==> config.mk <==
export PLATFORM = sky130hd
export DESIGN_NAME = multi_click_long_press_detector_flat
export DESIGN_NICKNAME = d
export VERILOG_FILES = /design/src/sv/mclp_pkg.sv /design/src/sv/mclp_ifs.sv /design/src/sv/multi_click_long_press_detector.sv /design/src/sv/mclp_core.sv /design/src/sv/mclp_obuf.sv /design/src/flat_wrapper.sv
export VERILOG_INCLUDE_DIRS = /design/src /design/src/sv
export SDC_FILE = /design/constraint.sdc
export NUM_CORES = 1
export LEC_CHECK = 0
export ABC_AREA = 0
export BUFFER_PORTS_ARGS = -buffer_cell sky130_fd_sc_hd__buf_2
export CORE_ASPECT_RATIO = 0.5
export CORE_MARGIN = 2
export CORE_UTILIZATION = 52
export DETAILED_ROUTE_END_ITERATION = 16
export MAX_ROUTING_LAYER = met4
export PLACE_DENSITY_LB_ADDON = 0.1
export SETUP_SLACK_MARGIN = 0.3
export SLEW_MARGIN = 10
export SYNTH_ARGS = -nofsm -noshare
export SYNTH_HDL_FRONTEND = slang
export SYNTH_HIERARCHICAL = 1
export SYNTH_SLANG_ARGS = --single-unit
==> constraint.sdc <==
create_clock -name clk -period 4.6 [get_ports clk]
set_input_delay 0.23 -clock clk [delete_from_list [all_inputs] [get_ports clk]]
set_output_delay 0.23 -clock clk [all_outputs]
set_load 0.005 [all_outputs]
==> src/sv/assert_macros.svh <==
// assertion macros shared by the rtl files
`ifndef ASSERT_MACROS_SVH
`define ASSERT_MACROS_SVH

`ifndef ASSERT_OFF
`define ASSERT_IMP(lbl, clk, rst_n, ante, cons, msg) \
  lbl: assert property (@(posedge clk) disable iff (!rst_n) (ante) |-> (cons)) \
    else $error(msg);
`define ASSERT_NXT(lbl, clk, rst_n, ante, cons, msg) \
  lbl: assert property (@(posedge clk) disable iff (!rst_n) (ante) |=> (cons)) \
    else $error(msg);
`else
`define ASSERT_IMP(lbl, clk, rst_n, ante, cons, msg)
`define ASSERT_NXT(lbl, clk, rst_n, ante, cons, msg)
`endif

`endif

==> src/sv/mclp_pkg.sv <==
// shared types and constants of the click detector
`timescale 1ns / 1ps

package mclp_pkg;

  localparam int unsigned TICK_W  = 16;
  localparam int unsigned COUNT_W = 8;
  localparam int unsigned ADDR_W  = 3;
  localparam int unsigned DATA_W  = 32;

  localparam logic [TICK_W-1:0]  TICK_MAX  = '1;
  localparam logic [COUNT_W-1:0] COUNT_MAX = '1;

  localparam logic [TICK_W-1:0] CLICK_WINDOW_RST = 16'd350;
  localparam logic [TICK_W-1:0] HOLD_TIME_RST    = 16'd2000;

  localparam logic [COUNT_W-1:0] LONG_PRESS_CODE = '0;

  // register index taken from paddr[2]
  localparam logic REG_CLICK_WINDOW = 1'b0;
  localparam logic REG_HOLD_TIME    = 1'b1;

  typedef struct packed {
    logic [TICK_W-1:0] click_window;
    logic [TICK_W-1:0] hold_time;
  } cfg_t;

  typedef struct packed {
    logic               valid;
    logic [COUNT_W-1:0] click_count;
  } res_t;

endpackage

==> src/sv/mclp_ifs.sv <==
// request and result channel interfaces
`timescale 1ns / 1ps

interface mclp_in_if;
  logic valid;
  logic ready;
  logic pressed;
  modport src (output valid, output pressed, input ready);
  modport snk (input valid, input pressed, output ready);
endinterface

interface mclp_out_if;
  logic                         valid;
  logic                         ready;
  logic [mclp_pkg::COUNT_W-1:0] click_count;
  modport src (output valid, output click_count, input ready);
  modport snk (input valid, input click_count, output ready);
endinterface

==> src/sv/multi_click_long_press_detector.sv <==
// top level of the multi-click and long-press detector
// Each request is one tick carrying the button level; the block takes one request per
// clock cycle while in_req.ready is high, and decides within that cycle whether the tick
// ends a click sequence, so a result (a click count, or 0 for a long press) is pushed into the queue.
// Results wait in a two-entry output queue; in_req.ready drops only while both entries
// are occupied. Registers: click_window at byte address 0, hold_time at byte address 4,
// both 16 bits in the low half of the 32-bit word; write them only while the block is idle.
`timescale 1ns / 1ps

module multi_click_long_press_detector (
  input  logic                          clk,
  input  logic                          rst_n,
  mclp_in_if.snk                        in_req,
  mclp_out_if.src                       out_res,
  input  logic                          cfg_psel,
  input  logic                          cfg_penable,
  input  logic                          cfg_pwrite,
  input  logic [mclp_pkg::ADDR_W-1:0]   cfg_paddr,
  input  logic [mclp_pkg::DATA_W-1:0]   cfg_pwdata,
  output logic [mclp_pkg::DATA_W-1:0]   cfg_prdata,
  output logic                          cfg_pready
);

  mclp_pkg::cfg_t cfg_r;
  mclp_pkg::res_t res;
  logic           has_room;
  logic           step;
  logic           wr_en;
  logic           reg_idx;

  assign reg_idx    = cfg_paddr[2];
  assign wr_en      = cfg_psel && cfg_penable && cfg_pwrite;
  assign cfg_pready = 1'b1;

  always_comb begin
    case (reg_idx)
      mclp_pkg::REG_CLICK_WINDOW: cfg_prdata = mclp_pkg::DATA_W'(cfg_r.click_window);
      mclp_pkg::REG_HOLD_TIME:    cfg_prdata = mclp_pkg::DATA_W'(cfg_r.hold_time);
      default:                    cfg_prdata = '0;
    endcase
  end

  always_ff @(posedge clk) begin
    if (!rst_n) begin
      cfg_r.click_window <= mclp_pkg::CLICK_WINDOW_RST;
      cfg_r.hold_time    <= mclp_pkg::HOLD_TIME_RST;
    end else if (wr_en) begin
      case (reg_idx)
        mclp_pkg::REG_CLICK_WINDOW: cfg_r.click_window <= cfg_pwdata[mclp_pkg::TICK_W-1:0];
        mclp_pkg::REG_HOLD_TIME:    cfg_r.hold_time    <= cfg_pwdata[mclp_pkg::TICK_W-1:0];
        default: ;
      endcase
    end
  end

  assign in_req.ready = has_room;
  assign step         = in_req.valid && has_room;

  mclp_core u_core (
    .clk     (clk),
    .rst_n   (rst_n),
    .step    (step),
    .pressed (in_req.pressed),
    .cfg     (cfg_r),
    .res     (res)
  );

  mclp_obuf u_obuf (
    .clk      (clk),
    .rst_n    (rst_n),
    .push     (res),
    .has_room (has_room),
    .out_res  (out_res)
  );

endmodule

==> src/sv/mclp_core.sv <==
// per-tick level history, click counting and dispatch decision
`timescale 1ns / 1ps
`include "assert_macros.svh"

module mclp_core (
  input  logic            clk,
  input  logic            rst_n,
  input  logic            step,
  input  logic            pressed,
  input  mclp_pkg::cfg_t  cfg,
  output mclp_pkg::res_t  res
);

  logic                         prev_r;
  logic [mclp_pkg::TICK_W-1:0]  tsc_r;
  logic [mclp_pkg::TICK_W-1:0]  tsc_nxt;
  logic [mclp_pkg::COUNT_W-1:0] pc_r;
  logic [mclp_pkg::COUNT_W-1:0] pc_upd;
  logic [mclp_pkg::COUNT_W-1:0] pc_nxt;
  logic                         changed;
  logic                         quiet;
  logic                         long_press;
  logic                         fire;

  always_comb begin
    changed = (pressed != prev_r);
    if (changed) begin
      tsc_nxt = '0;
    end else if (tsc_r == mclp_pkg::TICK_MAX) begin
      tsc_nxt = tsc_r;
    end else begin
      tsc_nxt = tsc_r + 1'b1;
    end
    if (changed && pressed && (pc_r != mclp_pkg::COUNT_MAX)) begin
      pc_upd = pc_r + 1'b1;
    end else begin
      pc_upd = pc_r;
    end
    quiet      = (pc_upd != '0) && (tsc_nxt >= cfg.click_window);
    long_press = pressed && (pc_upd == mclp_pkg::COUNT_W'(1)) && (tsc_nxt > cfg.hold_time);
    fire       = quiet && (!pressed || long_press);
    pc_nxt     = fire ? '0 : pc_upd;
    res.valid       = step && fire;
    res.click_count = pressed ? mclp_pkg::LONG_PRESS_CODE : pc_upd;
  end

  always_ff @(posedge clk) begin
    if (!rst_n) begin
      prev_r <= 1'b0;
      tsc_r  <= '0;
      pc_r   <= '0;
    end else if (step) begin
      prev_r <= pressed;
      tsc_r  <= tsc_nxt;
      pc_r   <= pc_nxt;
    end
  end

  `ASSERT_NXT(a_fire_clears, clk, rst_n, rst_n && res.valid, pc_r == '0,
    "pending count not cleared after report")
  `ASSERT_IMP(a_long_held, clk, rst_n,
    res.valid && (res.click_count == mclp_pkg::LONG_PRESS_CODE), pressed && !changed,
    "long press reported without a steady held level")
  `ASSERT_IMP(a_release_nonzero, clk, rst_n, res.valid && !pressed, res.click_count != '0,
    "release report with zero clicks")

endmodule

==> src/sv/mclp_obuf.sv <==
// two-entry result queue between the tick logic and the result channel
`timescale 1ns / 1ps
`include "assert_macros.svh"

module mclp_obuf (
  input  logic                 clk,
  input  logic                 rst_n,
  input  mclp_pkg::res_t       push,
  output logic                 has_room,
  mclp_out_if.src              out_res
);

  logic [1:0]                   cnt_r;
  logic [1:0]                   cnt_nxt;
  logic [mclp_pkg::COUNT_W-1:0] e0_r;
  logic [mclp_pkg::COUNT_W-1:0] e0_nxt;
  logic [mclp_pkg::COUNT_W-1:0] e1_r;
  logic [mclp_pkg::COUNT_W-1:0] e1_nxt;
  logic                         pop;

  assign pop                 = (cnt_r != 2'd0) && out_res.ready;
  assign has_room            = (cnt_r != 2'd2);
  assign out_res.valid       = (cnt_r != 2'd0);
  assign out_res.click_count = e0_r;

  always_comb begin
    cnt_nxt = cnt_r;
    e0_nxt  = e0_r;
    e1_nxt  = e1_r;
    if (pop && push.valid) begin
      if (cnt_r == 2'd2) begin
        e0_nxt = e1_r;
        e1_nxt = push.click_count;
      end else begin
        e0_nxt = push.click_count;
      end
    end else if (pop) begin
      e0_nxt  = e1_r;
      cnt_nxt = cnt_r - 2'd1;
    end else if (push.valid) begin
      if (cnt_r == 2'd0) begin
        e0_nxt = push.click_count;
      end else begin
        e1_nxt = push.click_count;
      end
      cnt_nxt = cnt_r + 2'd1;
    end
  end

  always_ff @(posedge clk) begin
    if (!rst_n) begin
      cnt_r <= 2'd0;
    end else begin
      cnt_r <= cnt_nxt;
    end
    e0_r <= e0_nxt;
    e1_r <= e1_nxt;
  end

  `ASSERT_IMP(a_cnt_range, clk, rst_n, 1'b1, cnt_r != 2'd3, "queue count out of range")
  `ASSERT_IMP(a_no_overflow, clk, rst_n, push.valid, cnt_r != 2'd2, "push into full queue")
  `ASSERT_NXT(a_pop_dec, clk, rst_n, rst_n && pop && !push.valid,
    cnt_r == ($past(cnt_r) - 2'd1), "queue count not decremented on pop")

endmodule
==> src/flat_wrapper.sv <==
// flat-port wrapper written by rule: the top's interface ports become plain ports
module multi_click_long_press_detector_flat 
  (clk, rst_n, cfg_psel, cfg_penable, cfg_pwrite, cfg_paddr, cfg_pwdata, cfg_prdata, cfg_pready, in_req_valid, in_req_pressed, in_req_ready, out_res_valid, out_res_click_count, out_res_ready);
  mclp_in_if in_req_i ();
  mclp_out_if out_res_i ();
  input  logic clk;
  input  logic rst_n;
  input  logic cfg_psel;
  input  logic cfg_penable;
  input  logic cfg_pwrite;
  input  logic [mclp_pkg::ADDR_W-1:0] cfg_paddr;
  input  logic [mclp_pkg::DATA_W-1:0] cfg_pwdata;
  output logic [mclp_pkg::DATA_W-1:0] cfg_prdata;
  output logic cfg_pready;
  input wire logic [$bits(in_req_i.valid)-1:0] in_req_valid;
  input wire logic [$bits(in_req_i.pressed)-1:0] in_req_pressed;
  output wire logic [$bits(in_req_i.ready)-1:0] in_req_ready;
  output wire logic [$bits(out_res_i.valid)-1:0] out_res_valid;
  output wire logic [$bits(out_res_i.click_count)-1:0] out_res_click_count;
  input wire logic [$bits(out_res_i.ready)-1:0] out_res_ready;
  assign in_req_i.valid = in_req_valid;
  assign in_req_i.pressed = in_req_pressed;
  assign in_req_ready = in_req_i.ready;
  assign out_res_valid = out_res_i.valid;
  assign out_res_click_count = out_res_i.click_count;
  assign out_res_i.ready = out_res_ready;
  multi_click_long_press_detector u_core (.clk(clk), .rst_n(rst_n), .in_req(in_req_i), .out_res(out_res_i), .cfg_psel(cfg_psel), .cfg_penable(cfg_penable), .cfg_pwrite(cfg_pwrite), .cfg_paddr(cfg_paddr), .cfg_pwdata(cfg_pwdata), .cfg_prdata(cfg_prdata), .cfg_pready(cfg_pready));
endmodule
## Word level (Yosys, flattened, before mapping)

Cells that the tools add are included.

- Register bits: 75
- Bits in latches: 0
- Memory bits (writable): 0
- Bits in read-only memories: 0
- Bits of input ports: 43
- Logic and storage cells: 69
- Memories kept: 0

- Add/sub/neg operators: 4
- $mul: 0
- Divide/modulo/power cells: 0
- Order comparisons: 2
- Equality and inequality tests: 9
- Shift operators: 0
- Mux-type cells: 18
- Bitwise operators: 2
- Reduce and logical (&&, ||, !) cells: 26

Operators by type and width:

| operator | count |
|---|---|
| 2-to-1 mux 8 bit | 13 |
| one-hot mux 32 bit (2 select lines) | 1 |
| 2-to-1 mux 16 bit | 2 |
| adder 16 x 1 -> 16 bit (second input constant) | 1 |
| equality test 16 bit (second input constant) | 1 |
| greater-or-equal comparator 16 bit | 1 |
| greater-than comparator 16 bit | 1 |
| logical AND 1 bit | 12 |
| adder 8 x 1 -> 8 bit (second input constant) | 1 |
| equality test 8 x 1 -> 1 bit (second input constant) | 1 |
| inequality test 8 bit (second input constant) | 1 |
| AND reduction 2 bit | 4 |
| nonzero test 8 bit | 1 |
| nonzero test 2 bit | 3 |
| nonzero test 3 bit | 2 |
| 2-to-1 mux 2 bit | 2 |
| inequality test 2 x 1 -> 1 bit (second input constant) | 2 |
| inequality test 2 bit (second input constant) | 2 |
| AND reduction 4 bit | 1 |
| adder 2 x 1 -> 2 bit (second input constant) | 1 |
| equality test 2 bit (second input constant) | 1 |
| zero test 2 bit | 1 |
| NOT 1 bit | 2 |
| subtractor 2 x 1 -> 2 bit (second input constant) | 1 |
| 3 further kinds | 3 |

## Depth between registers and ports, before layout

- Depth after elaboration: 13
- Gate-level depth with buffers: 17
- Mapped depth without buffers: 17

## Cells and area by module

The synthesis kept the hierarchy.

Modules (own cells, without submodules):

| module | times used | cells an instance | area each (sq um) |
|---|---|---|---|
| mclp_core | 1 | 343 | 2596.2 |
| multi_click_long_press_detector | 1 | 168 | 1681.6 |
| mclp_obuf | 1 | 47 | 753.2 |

## Worst setup path before layout

No wires, ideal clock.

- Kind: register -> register
- Start: register u_core/u_core/tsc_r[4] (netlist name)
- End: register u_core.u_obuf.e0_r, in the netlist u_core/u_obuf/out_res.click_count[0], enable pin
- Library setup time: 0.384 ns
- Arrival: 3.913 ns
- Required time: 4.216 ns
- Path slack: 0.303 ns
- Stages on the path, launching flop included: 17
- Path buffers: 1
- Period minus slack after synthesis: 4.297 ns
- Cell sequence: dfxtp_1 -> and4_4 -> nand4_1 -> or4b_1 -> buf_4 -> nand3_1 -> xor2_1 -> nor2_1 -> ha_1 -> nand4_1 -> nor4_1 -> a21oi_1 -> o2111a_1 -> a31oi_1 -> and4_1 -> inv_1 -> o21ai_0

RTL lines:

| item | RTL line | RTL |
|---|---|---|
| start: declaration | mclp_core.sv:15 | `logic [mclp_pkg::TICK_W-1:0] tsc_r;` |
| start signal: assignment | mclp_core.sv:54 | `tsc_r <= tsc_nxt;` |
| end signal: assignment | mclp_obuf.sv:56 | `e0_r <= e0_nxt;` |
| end: declaration | mclp_obuf.sv:15 | `logic [mclp_pkg::COUNT_W-1:0] e0_r;` |

==> run metrics <==
Max Root-Sink Buffers=2; I/O Pins=86; hold path start=cfg_pwdata[10]; Root Buffer=clkbuf_16; die area=10,500 um2; drt wl/cell=14.3 um; WHS Endpoint=u_core/cfg_r[26]; Initial Util=53.4%; Required @ worst endpoint=around 4700 ps; First DRT Iteration DRCs=between 100 and 150; crit share post-route=between 80 and 90%; CTS sink cnt=75; Seq/Total Area, Yosys=33.0%; max-cap violations=0; Hold Path Class=in -> reg; initial antenna violation count=0; total grt overflow=0; RR Endpoint=u_core/u_obuf/out_res.click_count[2]; #FFs+latches synth=75; slowest CP cell=or4b_4; Final Hold Violating Endpoints=0; layout overhead on the synthesized area=13.3%; RSZ-0062 raised after global routing=no; final instance area=5700 um2; Cell Chain, Critical Path=and4_4 -> nand4_1 -> or4b_4 -> buf_4 -> nand4_2 -> xor2_1 -> nor2_2 -> ha_1 -> nand2_1 -> nor4_2 -> a21oi_1 -> o2111a_1 -> a31oi_4 -> and4_4 -> nand2_1 -> nand3_4 -> mux2_2; Util after Layout=between 60% and 70%; worst r2r src=u_core/u_core/tsc_r[7]; post-route insts no fill=746; Synth async-reset ratio=0%; Total Routing Usage GR=22.3%; worst path arrival time=4190 ps; Vias=3,933; nets@finish=684; CORE AREA=~9400 um2; R2R setup slack=roughly 500 ps; top-area cell type share of the netlist area=23.5%; vias in the first global route=3,647; Critical Path Stages=17; Period minus WS final=roughly 4100 ps; hold depth=3; Post-Route WL=10,700 um; placed insts=between 700 and 800; Slew Limit Fails=0; cell family with most CP delay=simple AND/OR/NAND/NOR gates; Unique masters post-synth=64; setup TNS=0 ps; largest net degree at the start of global routing=66; CTS tree=built; Worst setup SP type=register; status=complete, no violations; Worst-path clk slew=roughly 60 ps; number of synthesized flops with an enable pin=16; Synth top cells by count=dfxtp_1 (59), nand2_1 (52), mux2i_1 (41), inv_1 (39), nor2_1 (39); Syn Std Cell Area=5030 um2; Max transition margin=60.1%; fmax=244 MHz; # setup viols final=0; number of CTS-inserted buffers=9; placed cell area=5320 um2; Clock Skew=between 4 and 5 ps; Skew-Pair Late Insertion Delay=340 ps; VDD IR max=0.207 mV; number of port buffers=50; WP buf/inv=1; H-tree depth=3; max incr delay on CP=540 ps; Worst-Margin Slew=598 ps; Die W=143 um; Static Leak=2.48 nW; share of cells above drive strength 1=22.3%; final estimated routing congestion in global placement=between 0.8 and 0.9; worst-path maximum fanout=8; Synth area leader=dfxtp_1; drt pass-1 iters=4; # DRC=0; Top FF cell, synth=dfxtp_1; PD cells=268 nW/um2; count leader, synth=dfxtp_1; synth top area cells=dfxtp_1 (23%), edfxtp_1 (9.5%), ha_1 (8.7%), mux2i_1 (8.2%), mux2_2 (5.4%); Core Rows=25; tightest hold margin=around 150 ps; Die Y=73.6 um; crit path capture type=register; critical path type=reg -> reg; mean cell area of the mapped netlist=9.02 um2; first-pass GRT wire length=between 15,000 and 20,000 um; FF-to-FF path depth=17; Diodes inserted=0; DPL Wire Length=7700 um; vias per inst=between 5 and 6; Synthesis Warnings=6; Synth Instances=558; antenna-violating nets left=0
## power breakdown
| part | switching [W] | total, W | leakage, nW | internal [W] |
|---|---|---|---|---|
| clock network | 0.000268 | 0.000702 | 0.139 | 0.000434 |
| logic | 0.0000826 | 0.000139 | 1.73 | 0.0000567 |
| registers | 0.00000850 | 0.000687 | 0.614 | 0.000678 |
## timing repair
item	in CTS	in global routing
gates cloned	0	0
setup buffers	0	2
hold buffers	0	0
gates resized for setup	3	17
hold endpoints to repair	0	0
setup endpoints to repair	20	24
pin swaps	0	8
## layer usage
layer  vias to the layer above  GRT usage [%]  share of wire [%]
li1                       2030              -                  -
met2                        79           34.7                 43
met3                        11           5.54                4.4
met1                      1813           29.2                 51
met4                         0           5.72               0.90
met5                         -              -                  0
## logic make-up (layout without fill, tap and decap cells)
family          after synthesis  in the layout  synth area share (%)
compound gates               74             74                  10.1
fa+ha+maj                    35             35                  8.70
simple gates                208            208                  22.8
other cells                   2             17                 0.149
flops                        75             75                  33.0
buf+inv                      83            121                  8.78
mux                          66             66                  13.8
xor+xnor                     15             15                  2.61
## registers in the layout, summed over array words and instances, names as in the netlist
signal	flops
u_core/u_obuf/out_res.click_count	8
u_core/u_obuf/e1_r	8
u_core/u_core/pc_r	8
u_core/u_core/tsc_r	16
u_core/u_core/prev_r	1
u_core/u_obuf/cnt_r	2
u_core/cfg_r	32
## cell usage in the layout (no fill, tap or decap), drive strengths merged, types with 20 or more instances in the layout
cell and n:
dfxtp 59, ha 35, nor2b 32, mux2i 41
nand2 52, nor2 39, buf 66, inv 39
mux2 25, a21oi 20
## metrics by stage
step / total power [W] / setup WS, ps
2_1_floorplan: 0.000808 / 303
6_report: 0.00153 / 502
3_5_place_dp: 0.000839 / 211
4_1_cts: 0.00155 / 333
3_3_place_gp: 0.000837 / 254
5_1_grt: 0.00159 / 293
## worst max path at each step
stage / end / start / slack (ps)
2_1_floorplan: u_core/u_obuf/out_res.click_count[0] / u_core/u_core/tsc_r[4] / 300
3_3_place_gp: u_core/u_obuf/out_res.click_count[2] / u_core/u_core/tsc_r[7] / 250
3_5_place_dp: u_core/u_obuf/out_res.click_count[5] / u_core/u_core/tsc_r[1] / 210
4_1_cts: u_core/u_obuf/out_res.click_count[2] / u_core/u_core/tsc_r[7] / 330
5_1_grt: u_core/u_obuf/out_res.click_count[5] / u_core/u_core/tsc_r[7] / 290
6_report: u_core/u_obuf/out_res.click_count[2] / u_core/u_core/tsc_r[7] / 500
## area by class of cell
class	instances	area [um2]
clock buffers	12	246
multi-input cells	415	3050
well taps	135	169
fillers	864	3720
repair buffers	66	370
clock inverters	4	50.0
inverters	39	146
flip-flops and latches	75	1670
## worst reg2reg max path, delay by kind of cell (launching register included)
kind	cells	cell delay, ps
XOR/XNOR	1	180
AND/OR/NAND/NOR	10	2010
AO/OA/AOI/OAI	3	470
buffers and inverters	1	180
adder cells (fa/ha/maj)	1	300
multiplexers	1	350
flip-flops	1	360
No activity file was read; power rests on OpenSTA's default activity.
